## src/hw/rtl/obm_pkg.sv

```systemverilog
// obm_pkg: shared types, codes and defaults of the order book matcher.
// Used by obm_scan and order_book_matcher under hw/rtl; depends on nothing.
`timescale 1ns / 1ps

package obm_pkg;

    localparam int ORDER_SLOTS_DEF = 64;

    // commands
    localparam logic [1:0] CMD_ADD    = 2'd0;
    localparam logic [1:0] CMD_CANCEL = 2'd1;
    localparam logic [1:0] CMD_MODIFY = 2'd2;
    localparam logic [1:0] CMD_EOD    = 2'd3;

    // order types
    localparam logic [1:0] OT_GTC = 2'd0;
    localparam logic [1:0] OT_FAK = 2'd1;
    localparam logic [1:0] OT_GFD = 2'd2;
    localparam logic [1:0] OT_MKT = 2'd3;

    localparam logic SIDE_BUY  = 1'b0;
    localparam logic SIDE_SELL = 1'b1;

    localparam logic KIND_TRADE = 1'b0;
    localparam logic KIND_DONE  = 1'b1;

    // completion status
    localparam logic [2:0] ST_OK       = 3'd0;
    localparam logic [2:0] ST_DUP      = 3'd1;
    localparam logic [2:0] ST_UNKNOWN  = 3'd2;
    localparam logic [2:0] ST_NOLIQ    = 3'd3;
    localparam logic [2:0] ST_NOTMKT   = 3'd4;
    localparam logic [2:0] ST_FULL     = 3'd5;

    typedef struct packed {
        logic [63:0]        id;
        logic               side;
        logic signed [31:0] price;
        logic [31:0]        rem;
        logic [1:0]         kind;
        logic [31:0]        arrival;
    } t_slot;

    typedef struct packed {
        logic [63:0]        bid_id;
        logic [63:0]        ask_id;
        logic signed [31:0] bid_price;
        logic signed [31:0] ask_price;
        logic [31:0]        qty;
    } t_trade;

    // scan results, indexed by side where paired
    typedef struct packed {
        logic              hit;
        logic [1:0]        hit_kind;
        logic              free_hit;
        logic [1:0]        w_any;
        logic [1:0][31:0]  w_price;
        logic [1:0]        b_any;
        t_slot [1:0]       best;
    } t_scan_res;

endpackage

```

## src/hw/rtl/obm_scan.sv

```systemverilog
// obm_scan: accumulates id lookup, free slot, worst and best price per side
// over one pass of slot reads. Depends on obm_pkg.
`timescale 1ns / 1ps

module obm_scan #(
    parameter int ORDER_SLOTS = obm_pkg::ORDER_SLOTS_DEF
) (
    input  logic                           i_clk,
    input  logic                           i_dv,
    input  logic [$clog2(ORDER_SLOTS)-1:0] i_idx,
    input  obm_pkg::t_slot                 i_slot,
    input  logic                           i_slot_valid,
    input  logic [31:0]                    i_arrival,
    input  logic [63:0]                    i_id,
    output obm_pkg::t_scan_res             o_res,
    output logic [$clog2(ORDER_SLOTS)-1:0] o_hit_idx,
    output logic [$clog2(ORDER_SLOTS)-1:0] o_free_idx,
    output logic [$clog2(ORDER_SLOTS)-1:0] o_bid_idx,
    output logic [$clog2(ORDER_SLOTS)-1:0] o_ask_idx
);
    import obm_pkg::*;

    localparam int IW = $clog2(ORDER_SLOTS);

    t_scan_res       r_res, n_res, prev;
    logic [IW-1:0]   r_hit_idx, r_free_idx, n_hit_idx, n_free_idx;
    logic [1:0][IW-1:0] r_bidx, n_bidx;
    logic            sd;
    logic            better;
    logic [31:0]     age_new, age_best;

    always_comb begin
        prev = r_res;
        if (i_idx == '0) begin
            prev = '0;
        end
        n_res      = prev;
        n_hit_idx  = r_hit_idx;
        n_free_idx = r_free_idx;
        n_bidx     = r_bidx;
        sd         = i_slot.side;
        age_new    = i_arrival - i_slot.arrival;
        age_best   = i_arrival - prev.best[sd].arrival;

        if (!prev.hit && i_slot_valid && i_slot.id == i_id) begin
            n_res.hit      = 1'b1;
            n_res.hit_kind = i_slot.kind;
            n_hit_idx      = i_idx;
        end
        if (!prev.free_hit && !i_slot_valid) begin
            n_res.free_hit = 1'b1;
            n_free_idx     = i_idx;
        end
        if (i_slot_valid && (!prev.w_any[sd] ||
                (sd == SIDE_BUY ? i_slot.price < $signed(prev.w_price[sd])
                                : i_slot.price > $signed(prev.w_price[sd])))) begin
            n_res.w_any[sd]   = 1'b1;
            n_res.w_price[sd] = i_slot.price;
        end
        if (i_slot.price != prev.best[sd].price) begin
            better = sd == SIDE_BUY ? i_slot.price > prev.best[sd].price
                                    : i_slot.price < prev.best[sd].price;
        end else begin
            better = age_new > age_best;
        end
        if (i_slot_valid && (!prev.b_any[sd] || better)) begin
            n_res.b_any[sd] = 1'b1;
            n_res.best[sd]  = i_slot;
            n_bidx[sd]      = i_idx;
        end
    end

    always_ff @(posedge i_clk) begin
        if (i_dv) begin
            r_res      <= n_res;
            r_hit_idx  <= n_hit_idx;
            r_free_idx <= n_free_idx;
            r_bidx     <= n_bidx;
        end
    end

    assign o_res      = r_res;
    assign o_hit_idx  = r_hit_idx;
    assign o_free_idx = r_free_idx;
    assign o_bid_idx  = r_bidx[0];
    assign o_ask_idx  = r_bidx[1];

endmodule

```

## config.mk

```make
export PLATFORM = sky130hd
export DESIGN_NAME = obm_scan
export DESIGN_NICKNAME = d
export VERILOG_FILES = /design/src/hw/rtl/obm_pkg.sv /design/src/hw/rtl/obm_scan.sv
export SDC_FILE = /design/constraint.sdc
export NUM_CORES = 1
export LEC_CHECK = 0
export BUFFER_PORTS_ARGS = -buffer_cell sky130_fd_sc_hd__buf_2
export CORE_AREA = 3 3 270 272
export CTS_CLUSTER_DIAMETER = 100
export DETAILED_ROUTE_END_ITERATION = 8
export DIE_AREA = 0 0 273 275
export PLACE_DENSITY_LB_ADDON = 0.05
export SLEW_MARGIN = 10
export SYNTH_ARGS = -nofsm -noshare
export SYNTH_HDL_FRONTEND = slang
export SYNTH_SLANG_ARGS = --single-unit
```

## constraint.sdc

```tcl
create_clock -name i_clk -period 8.6 [get_ports i_clk]
set_input_delay 1.29 -clock i_clk [delete_from_list [all_inputs] [get_ports i_clk]]
set_output_delay 1.29 -clock i_clk [all_outputs]
set_load 0.01 [all_outputs]
```

==> tab_implementation.tex <==
\begin{tabular}{lr}
\hline
Metric & Value \\
\hline
\multicolumn{2}{l}{\textbf{Clock tree}} \\
TritonCTS clock tree & built \\
Count of hold-fix buffers inserted at cts & 0 \\
H-tree depth & 2 \\
Clock latency at the later pin of the worst-skew pair & 600 ps \\
Setup Buffers After CTS & 0 \\
Number of gates given a new drive strength after cts & 0 \\
Clock root buffer master & sky130\_fd\_sc\_hd\_\_clkbuf\_16 \\
Inserted Clock Buffers & 50 \\
Clock Tree Buf Depth & 3 \\
Sink count of the clock tree & 422 \\
Clock transition at the registers of the reported paths & 60 ps \\
\multicolumn{2}{l}{\textbf{Pwr}} \\
Cell area power density & roughly 220 mW/mm2 \\
IR drop worst, VDD & 144 uV \\
Pleak & 16.8 nW \\
\multicolumn{2}{l}{\textbf{Hold path}} \\
Hold path start & o\_res[261] \\
Class of the worst hold path & reg2reg \\
\multicolumn{2}{l}{\textbf{Critical path}} \\
Crit Path Class & in2reg \\
Reg2reg setup slack & around 2200 ps \\
Number of cells on the worst reg-to-reg path & 23 \\
CP endpoint kind & register \\
CP peak stage delay & 630 ps \\
WP depth & 25 \\
Crit path launch & i\_idx[4] \\
Crit path launch type & input port \\
Reg-to-reg critical path startpoint & o\_res[164] \\
Required @ worst endpoint & approximately 8900 ps \\
Largest driver fanout on the critical path & 36 \\
Critical path's top delay family & compound AO/OA/AOI/OAI gates \\
Termination of the worst setup path & o\_res[69] \\
Master of the slowest instance on the critical path & sky130\_fd\_sc\_hd\_\_buf\_4 \\
Crit path buf inv count & 3 \\
Arrival time of the worst setup path & 7400 ps \\
Critical R2R Capture & o\_res[69] \\
\multicolumn{2}{l}{\textbf{Route}} \\
Final wirelength & just under 100000 um \\
Detailed-route vias per instance & 5.25 \\
Vias after detailed routing & 21600 \\
Number of design rule violations left after detail routing & 0 \\
Avg WL per Cell & around 23 um \\
DRT Pass-1 Iters & 7 \\
Number of routed nets with antenna violations & 0 \\
Drt initial violations & around 1500 \\
\multicolumn{2}{l}{\textbf{Global route}} \\
Number of global-route vias before repair & 21700 \\
Initial antenna violation count & 12 \\
Grt ovf & 0 \\
Pin count of the biggest net entering global routing & about 160 \\
First-pass GRT wire length & 140000 um \\
Aggregate global-route resource usage & 24.6\% \\
\multicolumn{2}{l}{\textbf{Floorplanning}} \\
Overall die width & 273 um \\
Number of top-level pins & 690 \\
DIE AREA & 0.0751 mm2 \\
Core area & 0.0710 mm2 \\
Die height & approximately 280 um \\
Total number of placement rows & 98 \\
Starting density of the core & 37.5\% \\
\multicolumn{2}{l}{\textbf{STA}} \\
Period minus WS final & 7090 ps \\
Final clock skew & between 15 and 20 ps \\
Final-report max-slew violation count & 0 \\
Pin slew with the least headroom to its limit & approximately 1000 ps \\
Setup violation total in the final timing report & 0 \\
Total Negative Setup Slacks & 0 ps \\
Max-slew headroom & 31.9\% \\
RSZ-0062 raised after global routing & no \\
Highest clock rate & 0.141 GHz \\
Worst Hold Margin & 572 ps \\
Final hold viol count & 0 \\
Post-route clock period utilization & 82.4\% \\
\multicolumn{2}{l}{\textbf{Placed design}} \\
Final HPWL DP & 73100 um \\
Placer's final routability congestion estimate & 0.890 \\
Count of input and output buffers & just under 700 \\
Count of placed standard cells including taps & 4024 \\
\multicolumn{2}{l}{\textbf{Logic synthesis}} \\
Combined area of all synthesized cells & 0.0266 mm2 \\
FFs w/ async S/R, synth & 0\% \\
Warnings, synthesis & 0 \\
Post-Synthesis Net Count & 2900 \\
Number of storage elements in the synthesis netlist & roughly 420 \\
Number of synthesized flops with an enable pin & 422 \\
Cells after Synth & 2472 \\
Count of distinct cell types in the synthesized netlist & approximately 70 \\
Primary FF master, synth & sky130\_fd\_sc\_hd\_\_edfxtp\_1 \\
Post-synthesis area per instance & 10.8 um2 \\
Seq/Total Area, Yosys & 47.7\% \\
\multicolumn{2}{l}{\textbf{Finish}} \\
Area Overhead vs Synth & 22.5\% \\
Fill count & 6903 \\
Total Nets Final & 3554 \\
Final non-filler cell total & 4116 \\
Layout cells sized above 1 & 28.1\% \\
\multicolumn{2}{l}{\textbf{Outcome}} \\
Result of the run & completed \\
\multicolumn{2}{l}{\textbf{Flow run}} \\
Maximum capacitance violations & 0 \\
\hline
\end{tabular}
sequential cells by signal, summed over array words and instances (netlist names):
signal	cells
o_ask_idx	6
o_bid_idx	6
o_hit_idx	6
o_free_idx	6
o_res	398
per-stage QoR:
stage               worst slack, ps  power, W  area, um2  util [%]
floorplan                      1130   0.00432      26600         -
global placement                926   0.00517      31000      43.7
detailed placement              904   0.00521      31000      43.7
CTS                            1540   0.00731      32600      45.9
global route                    976   0.00764      32600      45.9
finish                         1510   0.00724      32600      45.9
Yosys cell counts, types with 47 or more instances:
master / count / area share [%]
sky130_fd_sc_hd__nand2_1: 517 / 7.3
sky130_fd_sc_hd__edfxtp_1: 422 / 48
sky130_fd_sc_hd__mux2i_1: 332 / 12
sky130_fd_sc_hd__inv_1: 187 / 2.6
sky130_fd_sc_hd__ha_1: 158 / 7.4
sky130_fd_sc_hd__mux2_2: 93 / 3.9
sky130_fd_sc_hd__a21oi_1: 73 / 1.4
sky130_fd_sc_hd__clkbuf_1: 73 / 1.0
sky130_fd_sc_hd__o21ai_0: 73 / 1.4
sky130_fd_sc_hd__a21o_1: 62 / 1.8
sky130_fd_sc_hd__xnor2_1: 52 / 1.7
sky130_fd_sc_hd__nor2_1: 47 / 0.66
tightest hold or removal path: cells and delay by family, from the launching register on:
family           cells  cell delay [ps]
DFF                  1              350
and+or+nand+nor      2              120
logic make-up after synthesis:
logic type      synth area share (%)
compound gates                  8.81
buf+inv                         4.83
simple gates                    11.6
flops                           47.7
mux                             16.4
xor+xnor                        3.06
fa+ha+maj                       7.58
layer usage:
| layer | up-vias | share of wire (%) | global-route usage (%) |
|---|---|---|---|
| met5 | - | 0.079 | 0 |
| met4 | 12 | 3.2 | 8.06 |
| met3 | 149 | 8.0 | 7.08 |
| met2 | 724 | 48 | 41.2 |
| met1 | 10500 | 40 | 30.6 |
| li1 | 10200 | - | - |
how the worst min path moves through the flow:
stage / to / slack [ps] / cells past startpoint
finish: o_res[261] / 570 / 2
global route: o_res[261] / 600 / 2
CTS: o_res[261] / 580 / 2
detailed placement: o_res[261] / 550 / 2
global placement: o_res[261] / 540 / 2
floorplan: o_res[261] / 590 / 2
cell type report:
class | instances | area [um2] | share of cell area [%]
Inverter | 187 | 702 | 2.15
Timing Repair Buffer | 718 | 3770 | 11.6
Clock inverter | 30 | 267 | 0.818
Multi-Input combinational cell | 1747 | 12700 | 39.0
Antenna cell | 4 | 10.0 | 0.0307
Clock buffer | 58 | 1280 | 3.93
Tap cell | 950 | 1190 | 3.65
Sequential cell | 422 | 12700 | 38.9
power by group:
group | internal [W] | switching, W
logic | 0.000981 | 0.00132
clock network | 0.00118 | 0.000889
registers | 0.00267 | 0.000194
cells in the final DEF (no fill, tap or decap), types with 6 or more instances in the layout:
master                      count
sky130_fd_sc_hd__a31oi_1       10
sky130_fd_sc_hd__inv_1        187
sky130_fd_sc_hd__nor4_1        18
sky130_fd_sc_hd__nor2_1        47
sky130_fd_sc_hd__nand4_1       28
sky130_fd_sc_hd__xor2_1        41
sky130_fd_sc_hd__clkinv_1      15
sky130_fd_sc_hd__clkbuf_1       8
sky130_fd_sc_hd__and3_1        15
sky130_fd_sc_hd__mux2_2        93
sky130_fd_sc_hd__nor3_1        17
sky130_fd_sc_hd__or3_1          7
sky130_fd_sc_hd__a21o_1        62
sky130_fd_sc_hd__nand2b_1      15
sky130_fd_sc_hd__nor2b_1       14
sky130_fd_sc_hd__o21ai_0       73
sky130_fd_sc_hd__buf_4         23
sky130_fd_sc_hd__edfxtp_1     422
sky130_fd_sc_hd__clkbuf_16     50
sky130_fd_sc_hd__ha_1         158
sky130_fd_sc_hd__o22ai_1        6
sky130_fd_sc_hd__nand3_1       21
sky130_fd_sc_hd__clkinv_2       7
sky130_fd_sc_hd__mux2i_1      332
sky130_fd_sc_hd__nand2_1      517
sky130_fd_sc_hd__o21bai_1       8
sky130_fd_sc_hd__a21oi_1       73
sky130_fd_sc_hd__o21a_1        18
sky130_fd_sc_hd__buf_12         7
sky130_fd_sc_hd__a22o_1        37
sky130_fd_sc_hd__buf_2        687
sky130_fd_sc_hd__xnor2_1       52
sky130_fd_sc_hd__o211ai_1       9
No activity file was read; power rests on OpenSTA's default activity.
