===== config.mk =====
export PLATFORM = sky130hd
export DESIGN_NAME = obm_ram
export DESIGN_NICKNAME = d
export VERILOG_FILES = /design/src/hw/rtl/obm_ram.sv
export SDC_FILE = /design/constraint.sdc
export NUM_CORES = 1
export LEC_CHECK = 0
export BUFFER_PORTS_ARGS = -buffer_cell sky130_fd_sc_hd__buf_4
export CORE_UTILIZATION = 40
export CTS_BUF_LIST = sky130_fd_sc_hd__clkbuf_4
export CTS_CLUSTER_DIAMETER = 200
export DETAILED_ROUTE_END_ITERATION = 6
export GPL_TIMING_DRIVEN = 0
export HOLD_SLACK_MARGIN = 0.05
export PLACE_DENSITY = 0.53
export SETUP_SLACK_MARGIN = 0.5
export SLEW_MARGIN = 40
export SYNTH_ARGS = -nofsm -noshare
export SYNTH_HDL_FRONTEND = slang
export SYNTH_SLANG_ARGS = --single-unit

===== constraint.sdc =====
create_clock -name i_clk -period 2.55 [get_ports i_clk]
set_input_delay 0.3825 -clock i_clk [delete_from_list [all_inputs] [get_ports i_clk]]
set_output_delay 0.3825 -clock i_clk [all_outputs]
set_load 0.01 [all_outputs]

===== src/hw/rtl/obm_ram.sv =====
// obm_ram: generic simple dual-port RAM, one write and one registered read.
// No dependencies.
`timescale 1ns / 1ps

module obm_ram #(
    parameter int WIDTH = 8,
    parameter int DEPTH = 64
) (
    input  logic                     i_clk,
    input  logic                     i_we,
    input  logic [$clog2(DEPTH)-1:0] i_waddr,
    input  logic [WIDTH-1:0]         i_wdata,
    input  logic                     i_re,
    input  logic [$clog2(DEPTH)-1:0] i_raddr,
    output logic [WIDTH-1:0]         o_rdata
);

    logic [WIDTH-1:0] r_mem [DEPTH];
    logic [WIDTH-1:0] r_rdata;

    always_ff @(posedge i_clk) begin
        if (i_we) begin
            r_mem[i_waddr] <= i_wdata;
        end
        if (i_re) begin
            r_rdata <= r_mem[i_raddr];
        end
    end

    assign o_rdata = r_rdata;

endmodule


==> summary.md, run 1 <==
| Metric | Value |
|---|---|
| Status | `finished, final reports clean` |
| Gr usage total | `21.0%` |
| Post-CTS Setup Bufs | `0` |
| Vias | `10200` |
| CTS Buffer Depth | `3` |
| Clock sink total | `520` |
| Core ar. | `0.0501 sq mm` |
| Top cells by area, synth | `edfxtp_1 77%, mux4_2 14%, nor2_1 1.5%` |
| Nets | `1130` |
| Delay-heaviest family, CP | `multiplexers` |
| Final worst path period share | `82.0%` |
| CTS tree | `done` |
| Worst Setup SP | `r_mem[3][0]$_DFFE_PP_` |
| Layout cells sized above 1 | `40.1%` |
| Sequential area share after synthesis | `77.1%` |
| Critical Path Max Stage Delay | `560 ps` |
| CP Data Required Time | `3110 ps` |
| Post-synthesis cell area | `0.0202 sq mm` |
| Die Span X | `227 um` |
| Fillers | `4347` |
| P per Cell Area | `751 mW/mm^2` |
| WP data arrival | `2650 ps` |
| Yosys top cell by area | `edfxtp_1` |
| Count leader, synth | `edfxtp_1` |
| Synth Instances | `940` |
| DRC | `0` |
| Port Buffer Count | `22` |
| Critical path type | `reg2reg` |
| Max_cap viols | `0` |
| Post-synth top area share | `77.1%` |
| Post-synth top cells | `520 x edfxtp_1, 126 x mux4_2, 83 x nor2_1` |
| Vias/cell | `5.49` |
| Synthesized Nets | `963` |
| Vias in the first global route | `10600` |
| DRT Pass-1 Iters | `5` |
| Slowest CP cell | `mux4_2` |
| H-tree depth | `4` |
| HPWL after detailed placement | `32100 um` |
| FF-to-FF End | `o_rdata[0]$_DFFE_PP_` |
| Clock tree root buffer cell | `clkbuf_4` |
| I/O pins | `31` |
| Pleak | `7.34 nW` |
| Remaining Overflow, GRT | `0` |
| Initial drt markers | `934` |
| Max VDD drop | `0.000289 V` |
| Initial antenna violation count | `4` |
| Avg Inst Size Synth | `21.5 sq um` |
| First-pass GRT wire length | `73900 um` |
| Post-synth ARST share | `0%` |
| RSZ-0062 raised after global routing | `true` |
| Skew final | `33.4 ps` |
| Crit path buf inv count | `0` |
| Flop-to-flop setup slack | `460 ps` |
| Yosys cell types | `39` |
| Clk slew on worst S/H paths | `60 ps` |
| Most Frequent Cell on Critical Path | `mux4_2` |
| Num CTS Buffers | `138` |
| Drt wl/cell | `27.8 um` |
| Final hold violations | `0` |
| Post-route ant nets | `0` |
| Final setup TNS | `0 ps` |
| Worst-margin pin slew | `846 ps` |
| #FFs+latches synth | `520` |
| Reg-to-Reg Start | `r_mem[3][0]$_DFFE_PP_` |
| Worst-path maximum fanout | `1` |
| Hold WS | `102 ps` |
| Max transition margin | `43.4%` |
| Top FF cell, synth | `edfxtp_1` |
| Crit. path cell count | `5` |
| Die height | `227 um` |
| Setup violators final | `0` |
| RePlAce Congestion | `0.899` |
| Row count | `82` |
| Worst Hold Launch | `i_wdata[5]` |
| Critical path launch point type | `flip-flop` |
| Hold Crit Class | `in2reg` |
| Crit end category | `flip-flop` |
| Crit path cell chain | `mux4_2, mux4_2, nor2_2, nor3_1, o2bb2ai_2` |
| Reg2reg path depth | `5` |
| Final max-slew violation count | `0` |
| Initial core utilization | `40.4%` |
| Crit path to | `o_rdata[0]$_DFFE_PP_` |
| Final core occ | `46.5%` |
| Fin crit period | `2090 ps` |
| Largest net degree at the start of global routing | `65` |
| Synthesis-to-finish area growth | `14.9%` |
| Skew-Pair Late Insertion Delay | `860 ps` |
| Syn. warnings | `0` |
| Max Fclk | `0.478 GHz` |
| Post-synth EDFFs | `520` |
| Post-Route WL | `51900 um` |
| Die area | `0.0515 sq mm` |
[layer usage]
metal / part of all wire, % / global-route usage (%) / vias up / wire (um)
li1: - / - / 4361 / -
met1: 44 / 29.4 / 5375 / 22800
met2: 48 / 32.8 / 413 / 24700
met3: 6.7 / 4.71 / 81 / 3480
met4: 1.7 / 6.60 / 2 / 871
met5: 0.027 / 0 / - / 14
[where the power goes]
group	internal (mW)	leakage, nW	switching, mW
Clock	3.71	1.00	3.23
Sequential	9.48	4.69	0.0146
Combinational	0.375	1.65	0.659
[flip-flops by register name (all words and copies together), names as in the netlist]
register and cells:
o_rdata 8, r_mem 512
[how the worst min path moves through the flow]
| stage | cells after the start | slack (ps) | end |
|---|---|---|---|
| 2_1_floorplan | 0 | 480 | r_mem[0][0]$_DFFE_PP_ |
| 3_3_place_gp | 1 | 730 | o_rdata[7]$_DFFE_PP_ |
| 3_5_place_dp | 1 | 740 | o_rdata[7]$_DFFE_PP_ |
| 4_1_cts | 1 | 60 | r_mem[34][5]$_DFFE_PP_ |
| 5_1_grt | 1 | 90 | r_mem[19][3]$_DFFE_PP_ |
| 6_report | 1 | 100 | r_mem[54][5]$_DFFE_PP_ |
[per-stage QoR]
| step | setup WS, ps | instances | power [mW] | cell area (sq um) |
|---|---|---|---|---|
| after floorplan | 482 | 940 | 10.2 | 20300 |
| after global placement | -917 | 1634 | 10.6 | 21300 |
| after detailed placement | -961 | 1635 | 10.7 | 21400 |
| after CTS | 457 | 1863 | 17.7 | 23200 |
| after global routing | 443 | 1864 | 18.1 | 23300 |
| final | 460 | 1865 | 17.5 | 23300 |
[what timing repair did]
action / 4_1_cts / 5_1_grt
resized for setup: 31 / 9
pin swaps: 5 / 2
gates cloned: 0 / 0
endpoints found under the hold margin: 29 / 0
hold buffers: 4 / 0
setup endpoints to repair: 8 / 8
[worst register-to-register path, delay by kind of cell, from the launching register on]
| kind | cells | cell delay [ps] |
|---|---|---|
| mux | 2 | 1100 |
| flops | 1 | 360 |
| simple gates | 2 | 190 |
| compound gates | 1 | 180 |
[logic make-up (layout without fill, tap and decap cells)]
group                  after synthesis  in the layout  share of synthesized area [%]
DFF                                520            520                           77.1
muxes                              162            162                           15.9
and+or+nand+nor                    153            153                           3.37
AOI/OAI and AO/OA                   54             54                           2.06
buffers and inverters               51            302                           1.56
other                                0              2                              0
[layout by cell type, fill, tap and decap left out, types with 3 or more instances in the layout]
cell type	count
mux4_2	126
nor2_1	38
a21oi_1	3
o221ai_1	8
buf_2	6
nand3b_1	3
o2111ai_1	3
buf_12	3
nand3_1	12
mux2_2	12
nor2b_1	14
o2bb2ai_2	3
buf_6	5
nor3_2	3
clkinv_1	11
clkbuf_2	4
buf_4	38
edfxtp_1	520
a221oi_1	6
clkbuf_4	205
inv_2	7
nand2_1	19
a211oi_1	4
o22ai_1	6
clkbuf_1	13
a22oi_1	3
dlygate4sd3_1	4
nor2_2	43
nand2b_1	7
mux2i_1	23
[area by class of cell]
type	count	area (sq um)	share of cell area, %
Clock inverter	20	103	0.441
Timing Repair Buffer	27	216	0.930
Clock buffer	204	1530	6.58
Tap cell	672	841	3.61
Multi-Input combinational cell	369	4590	19.7
Antenna cell	2	5.00	0.0215
Sequential cell	520	15600	67.1
Buffer	51	369	1.59
Note: power is estimated with default switching activity, not from simulation.
==> run 2, diff against run 1 <==
--- a/config.mk
+++ b/config.mk
@@ -5,6 +5,7 @@
 export SDC_FILE = /design/constraint.sdc
 export NUM_CORES = 1
 export LEC_CHECK = 0
+export ABC_AREA = 1
 export BUFFER_PORTS_ARGS = -buffer_cell sky130_fd_sc_hd__buf_4
 export CORE_UTILIZATION = 40
 export CTS_BUF_LIST = sky130_fd_sc_hd__clkbuf_4
@@ -12,7 +13,7 @@
 export DETAILED_ROUTE_END_ITERATION = 6
 export GPL_TIMING_DRIVEN = 0
 export HOLD_SLACK_MARGIN = 0.05
-export PLACE_DENSITY = 0.53
+export PLACE_DENSITY = 0.55
 export SETUP_SLACK_MARGIN = 0.5
 export SLEW_MARGIN = 40
 export SYNTH_ARGS = -nofsm -noshare
==> constraint.sdc (replaced) <==
create_clock -name i_clk -period 1.75 [get_ports i_clk]
set_input_delay 0.2625 -clock i_clk [delete_from_list [all_inputs] [get_ports i_clk]]
set_output_delay 0.2625 -clock i_clk [all_outputs]
set_load 0.01 [all_outputs]
==> run 2 against run 1 <==
Compared with the run above:
- the flow now finishes with violations (design-rule violations, negative hold slack, negative setup slack)
- count of clock-buffer cells in the layout shrank 13
- cell count grew 50%
- hold slack got worse by 290 ps
- flip-flop and latch count stayed put
- critical endpoint is now o_rdata[1]
==> summary.md, run 2 <==
| Metric | Value |
|---|---|
| Row count | `84` |
| Compound-Gate Fraction of Synth Area | `0%` |
| GRT met1 Usage | `34.4%` |
| Num CTS Buffers | `136` |
| Vias in the first global route | `14500` |
| Critical Path Max Stage Delay | `390 ps` |
| Final max-slew violation count | `0` |
| Flop-to-flop setup slack | `310 ps` |
| Min setup slack post-route | `-2.72 ps` |
| Internal | `20.4 mW` |
| Design area | `0.0265 sq mm` |
| Post-route ant nets | `0` |
| Crit end category | `output port` |
| Post-Route WL | `66400 um` |
| Initial antenna violation count | `2` |
| Slowest CP cell | `edfxtp_1` |
| Setup violators final | `1` |
| Yosys top cell by area | `edfxtp_1` |
| Pleak | `9.60 nW` |
| Count leader, synth | `nand2_1` |
| Final setup TNS | `-2.72 ps` |
| HPWL after detailed placement | `42500 um` |
| Final core occ | `50.2%` |
| Worst-path maximum fanout | `1` |
| Die Span X | `233 um` |
| I/O pins | `31` |
| Largest net degree at the start of global routing | `65` |
| Initial core utilization | `40.6%` |
| Max transition margin | `36.2%` |
| Sw Ratio | `24.2%` |
| Vias | `15200` |
| Max VDD drop | `0.000554 V` |
| #FFs+latches synth | `520` |
| Synthesized Nets | `1828` |
| P per Cell Area | `1010 mW/mm^2` |
| Die height | `233 um` |
| Most Crowded Layer GR | `met2` |
| Post-synth top area share | `72.9%` |
| Synthesis-to-finish area growth | `23.7%` |
| Skew final | `39.2 ps` |
| Post-synthesis cell area | `0.0214 sq mm` |
| Critical path launch point type | `flip-flop` |
| Clock power frac | `40.0%` |
| Initial drt markers | `1481` |
| Max_cap viols | `0` |
| Gr usage total | `24.9%` |
| Failing checks | `design-rule violations, negative hold slack, negative setup slack` |
| Xor-xnor portion of the synthesized cell area | `0%` |
| Switching power | `6.51 mW` |
| Sequential share of power | `51.5%` |
| Max Fclk | `0.571 GHz` |
| Fillers | `4653` |
| CP Data Required Time | `1490 ps` |
| Top FF cell, synth | `edfxtp_1` |
| Layout cells sized above 1 | `29.2%` |
| Top cells by area, synth | `edfxtp_1 73%, nand2_1 11%, nand3_1 10%` |
| Pre-CTS setup slack | `-953 ps` |
| Synth Instances | `1805` |
| Simple-Gate Fraction of Synth Area | `23.1%` |
| Final hold violations | `35` |
| Final worst path period share | `100%` |
| GR Util met3 | `6.20%` |
| Main combinational cell family by area after synthesis | `simple AND/OR/NAND/NOR gates` |
| Clock sink total | `520` |
| Crit path buf inv count | `1` |
| Post-synth EDFFs | `520` |
| Remaining Overflow, GRT | `0` |
| Fin crit period | `1750 ps` |
| Delay-heaviest family, CP | `flip-flops` |
| CTS tree | `done` |
| Worst-margin pin slew | `956 ps` |
| Status | `finished with violations` |
| Sequential area share after synthesis | `72.9%` |
| Drt wl/cell | `23.7 um` |
| Port Buffer Count | `22` |
| RSZ-0062 raised after global routing | `true` |
| WP data arrival | `1490 ps` |
| Top reg by flops | `r_mem` |
| Crit path cell chain | `buf_6` |
| Clock tree root buffer cell | `clkbuf_4` |
| Met2 usage | `38.0%` |
| Hold Crit Class | `in2reg` |
| CTS Buffer Depth | `3` |
| Avg Inst Size Synth | `11.9 sq um` |
| Largest register FFs | `512` |
| Commonest non-fill, non-tap cell in the layout | `nand2_1` |
| Skew-Pair Late Insertion Delay | `960 ps` |
| Core ar. | `0.0528 sq mm` |
| Post-synth top cells | `648 x nand2_1, 520 x edfxtp_1, 439 x nand3_1` |
| Vias/cell | `5.43` |
| DRT Pass-1 Iters | `7` |
| First-pass GRT wire length | `95600 um` |
| DRC | `6` |
| RePlAce Congestion | `0.948` |
| H-tree depth | `4` |
| Nets | `2050` |
| Synth Area in Adders | `0%` |
| Syn. warnings | `0` |
| Post-synthesis mux area share | `0%` |
| Yosys cell types | `15` |
| Area post-placement | `0.0230 sq mm` |
| Clk slew on worst S/H paths | `60 ps` |
| Combinational fraction of design power | `8.5%` |
| Hold WS | `-189 ps` |
| Commonest cells after routing, fill and taps aside | `600 x nand2_1, 520 x edfxtp_1, 301 x nand3_1, 191 x clkbuf_4, 127 x nand3_2` |
| Die area | `0.0545 sq mm` |
| Critical path type | `reg2out` |
| Post-synth ARST share | `0%` |
==> run 2: changes by cell type after synthesis, sizes merged, moves of 14 or more <==
| cell | delta |
|---|---|
| buf | +64 |
| nor2 | -27 |
| nand2 | +629 |
| mux2i | -23 |
| nand3 | +426 |
| mux4 | -126 |
| nor2b | -14 |
==> run 2: path summary, 6_finish.rpt <==
check	from	endpoint	depth (start not counted)
min	i_waddr[2]	r_mem[51][1]$_DFFE_PP_	3
min reg2reg	r_mem[41][4]$_DFFE_PP_	o_rdata[4]$_DFFE_PP_	8
max	o_rdata[1]$_DFFE_PP_	o_rdata[1]	1
max reg2reg	r_mem[17][7]$_DFFE_PP_	o_rdata[7]$_DFFE_PP_	8
==> run 2: kinds of logic (layout without fill, tap and decap cells) <==
kind of cell | Yosys count | after routing
buffers and inverters | 125 | 433
other | 0 | 2
and+or+nand+nor | 1160 | 1160
DFF | 520 | 520
==> run 2: area by class of cell <==
class                      count  area (sq um)  area share, %
tap                          688           861           3.25
clock inverter                33           299           1.13
sequential                   520         15600           58.9
inverter                      12          78.8          0.297
multi-input combinational   1160          6330           23.9
buffer                       113           977           3.69
clock buffer                 191          1430           5.41
timing repair buffer          84           900           3.39
antenna                        2          5.00         0.0189
==> run 2: power by group through the flow <==
stage | combinational, mW | sequential, mW | clock (mW)
after CTS | 2.14 | 13.8 | 11.0
after global placement | 1.92 | 14.1 | 0
final | 2.29 | 13.8 | 10.8
after detailed placement | 1.95 | 14.1 | 0
after global routing | 2.43 | 13.8 | 11.5
after floorplan | 1.05 | 14.1 | 0
==> run 2: routing by layer <==
metal | vias up | wire, um
met5 | - | 17
met2 | 631 | 30200
met4 | 2 | 2070
met1 | 7557 | 28900
li1 | 6919 | -
met3 | 119 | 5200
==> run 2: what timing repair did <==
item	CTS	global route
hold buffers	17	5
buffers inserted	19	14
hold endpoints to repair	881	156
gates resized for setup	156	86
pin swaps	110	73
endpoints found under the setup margin	231	392
==> run 2: stage by stage <==
step	hold slack [ps]	std cells	power [mW]
5_1_grt	-248	2803	27.8
6_report	-189	2803	26.9
4_1_cts	-376	2777	26.9
3_3_place_gp	539	2515	16.0
2_1_floorplan	361	1805	15.2
3_5_place_dp	545	2517	16.0
==> run 3, diff against run 2 <==
--- a/config.mk
+++ b/config.mk
@@ -13,7 +13,7 @@
 export DETAILED_ROUTE_END_ITERATION = 6
 export GPL_TIMING_DRIVEN = 0
 export HOLD_SLACK_MARGIN = 0.05
-export PLACE_DENSITY = 0.55
+export PLACE_DENSITY = 0.53
 export SETUP_SLACK_MARGIN = 0.5
 export SLEW_MARGIN = 40
 export SYNTH_ARGS = -nofsm -noshare
==> constraint.sdc (replaced) <==
create_clock -name i_clk -period 2.2 [get_ports i_clk]
set_input_delay 0.33 -clock i_clk [delete_from_list [all_inputs] [get_ports i_clk]]
set_output_delay 0.33 -clock i_clk [all_outputs]
set_load 0.01 [all_outputs]
==> run 3 against run 2 <==
Compared with the run above:
- critical path type is now in2reg
- the run ends with design-rule violations left
- core utilization shrank 3.1 points
- register-to-register slack better by 250 ps
- highest routed layer is now met4
- non-clock buffer count down 32
- via count fell by 1.5%
- clock skew up 12 ps
- largest power group unchanged
- first-iteration DRC count increased by 14%
==> summary.md, run 3 (synthesized netlist as in run 2, its figures left out) <==
| Metric | Value |
|---|---|
| Status | `finished with violations` |
| Failing checks | `design-rule violations` |
| I/O pins | `31` |
| Crit end category | `flip-flop` |
| Max VDD drop | `0.000447 V` |
| Reg2reg path depth | `8` |
| Reg-to-Reg Start | `r_mem[52][3]$_DFFE_PP_` |
| Pleak | `9.09 nW` |
| Die area | `0.0545 sq mm` |
| Fin crit period | `1920 ps` |
| Skew-Pair Late Insertion Delay | `960 ps` |
| Die height | `233 um` |
| Final hold violations | `0` |
| DRT Pass-1 Iters | `7` |
| Largest net degree at the start of global routing | `65` |
| Port Buffer Count | `22` |
| Vias/cell | `5.39` |
| Register area | `0.0156 sq mm` |
| Crit path to | `r_mem[62][0]$_DFFE_PP_` |
| CTS Buffer Depth | `3` |
| Setup violators final | `0` |
| DP Cell Count | `2516` |
| Footprint of the multi-input gates | `0.00525 sq mm` |
| Skew final | `51.3 ps` |
| P per Cell Area | `850 mW/mm^2` |
| Remaining Overflow, GRT | `0` |
| Synthesis-to-finish area growth | `16.1%` |
| Row count | `84` |
| RSZ-0062 raised after global routing | `true` |
| Critical path type | `in2reg` |
| Sw Ratio | `24.2%` |
| H-tree depth | `4` |
| Vias | `15000` |
| Hold Crit Class | `in2reg` |
| FF-to-FF End | `o_rdata[3]$_DFFE_PP_` |
| Non-filler instance count after layout | `2783` |
| Post-Route WL | `67200 um` |
| Commonest cells after routing, fill and taps aside | `648 x nand2_1, 520 x edfxtp_1, 439 x nand3_1, 213 x clkbuf_4, 49 x buf_6` |
| Clk slew on worst S/H paths | `60 ps` |
| Critical path launch point type | `primary input` |
| Drt wl/cell | `24.1 um` |
| Initial drt markers | `1688` |
| First-pass GRT wire length | `96100 um` |
| WP data arrival | `2490 ps` |
| Final worst path period share | `87.4%` |
| Die Span X | `233 um` |
| Flop-to-flop setup slack | `560 ps` |
| Clock power frac | `40.3%` |
| Max transition margin | `35.2%` |
| Initial antenna violation count | `2` |
| Post-route ant nets | `0` |
| Min setup slack post-route | `278 ps` |
| Core ar. | `0.0528 sq mm` |
| CTS tree | `done` |
| Num CTS Buffers | `141` |
| Max_cap viols | `0` |
| Sequential share of power | `52.1%` |
| Commonest non-fill, non-tap cell in the layout | `nand2_1` |
| Combinational fraction of design power | `7.6%` |
| Fillers | `4870` |
| Worst-path maximum fanout | `8` |
| Gr usage total | `25.3%` |
| Switching power | `5.11 mW` |
| Nets | `2023` |
| HPWL after detailed placement | `43700 um` |
| Max Fclk | `0.520 GHz` |
| CP Data Required Time | `2770 ps` |
| Final max-slew violation count | `0` |
| Largest register FFs | `512` |
| Top reg by flops | `r_mem` |
| DRC | `8` |
| Worst-margin pin slew | `969 ps` |
| Clock sink total | `520` |
| Initial core utilization | `40.6%` |
| Worst Setup SP | `i_waddr[0]` |
| Internal | `16.0 mW` |
| Pre-CTS setup slack | `-819 ps` |
| RePlAce Congestion | `0.926` |
| Clock tree root buffer cell | `clkbuf_4` |
| Vias in the first global route | `14300` |
| Layout cells sized above 1 | `19.5%` |
## run 3: worst max-delay path: stages
cell	delay, ps
clkbuf_2	170
inv_1	390
nand4_1	810
nor2_2	780
## run 3: final cells by class
| cell class | instances | share of cell area, % |
|---|---|---|
| sequential | 520 | 62.8 |
| multi-input combinational | 1160 | 21.1 |
| clock buffer | 213 | 6.43 |
| tap | 688 | 3.46 |
| buffer | 113 | 3.35 |
| timing repair buffer | 52 | 2.04 |
| clock inverter | 22 | 0.554 |
| inverter | 12 | 0.201 |
| antenna | 3 | 0.0302 |
## run 3: worst min path at each step
stage,startpoint,endpoint,slack [ps],cells after the start
CTS,i_waddr[0],r_mem[33][5]$_DFFE_PP_,60,4
finish,i_we,r_mem[40][0]$_DFFE_PP_,200,4
floorplan,i_wdata[0],r_mem[0][0]$_DFFE_PP_,430,0
global route,i_we,r_mem[40][2]$_DFFE_PP_,130,4
detailed placement,i_re,o_rdata[7]$_DFFE_PP_,700,1
global placement,i_re,o_rdata[7]$_DFFE_PP_,700,1
## run 3: per-stage QoR
step	cell area (sq um)	total power [mW]	setup TNS (ps)	hold slack (ps)	util (%)
4_1_cts	24700	21.3	0	60.3	46.8
3_3_place_gp	22500	12.7	-214680	702	42.7
6_report	24900	21.1	0	200	47.1
5_1_grt	24900	21.9	0	129	47.1
2_1_floorplan	21500	12.0	0	429	-
3_5_place_dp	22600	12.7	-290340	704	42.9
## run 3: metal layers
metal | part of all wire, % | vias up | global-route usage (%)
met5 | 0 | - | 0
met4 | 2.8 | 0 | 9.88
met3 | 8.5 | 110 | 6.23
met2 | 45 | 650 | 37.9
met1 | 43 | 7393 | 35.4
li1 | - | 6853 | -
## run 3: power groups by stage
stage                     Sequential [mW]  Combinational [mW]  Clock, mW
after global routing                 11.0                1.71       9.20
after detailed placement             11.2                1.52          0
after floorplan                      11.2               0.783          0
after CTS                            11.0                1.57       8.68
after global placement               11.2                1.50          0
final                                11.0                1.60       8.51
## run 3: repair_timing
action	CTS	global route
setup buffers	6	3
endpoints found under the hold margin	615	1
pin swaps	3	2
gates resized for setup	41	13
endpoints found under the setup margin	319	105
hold buffers	15	1
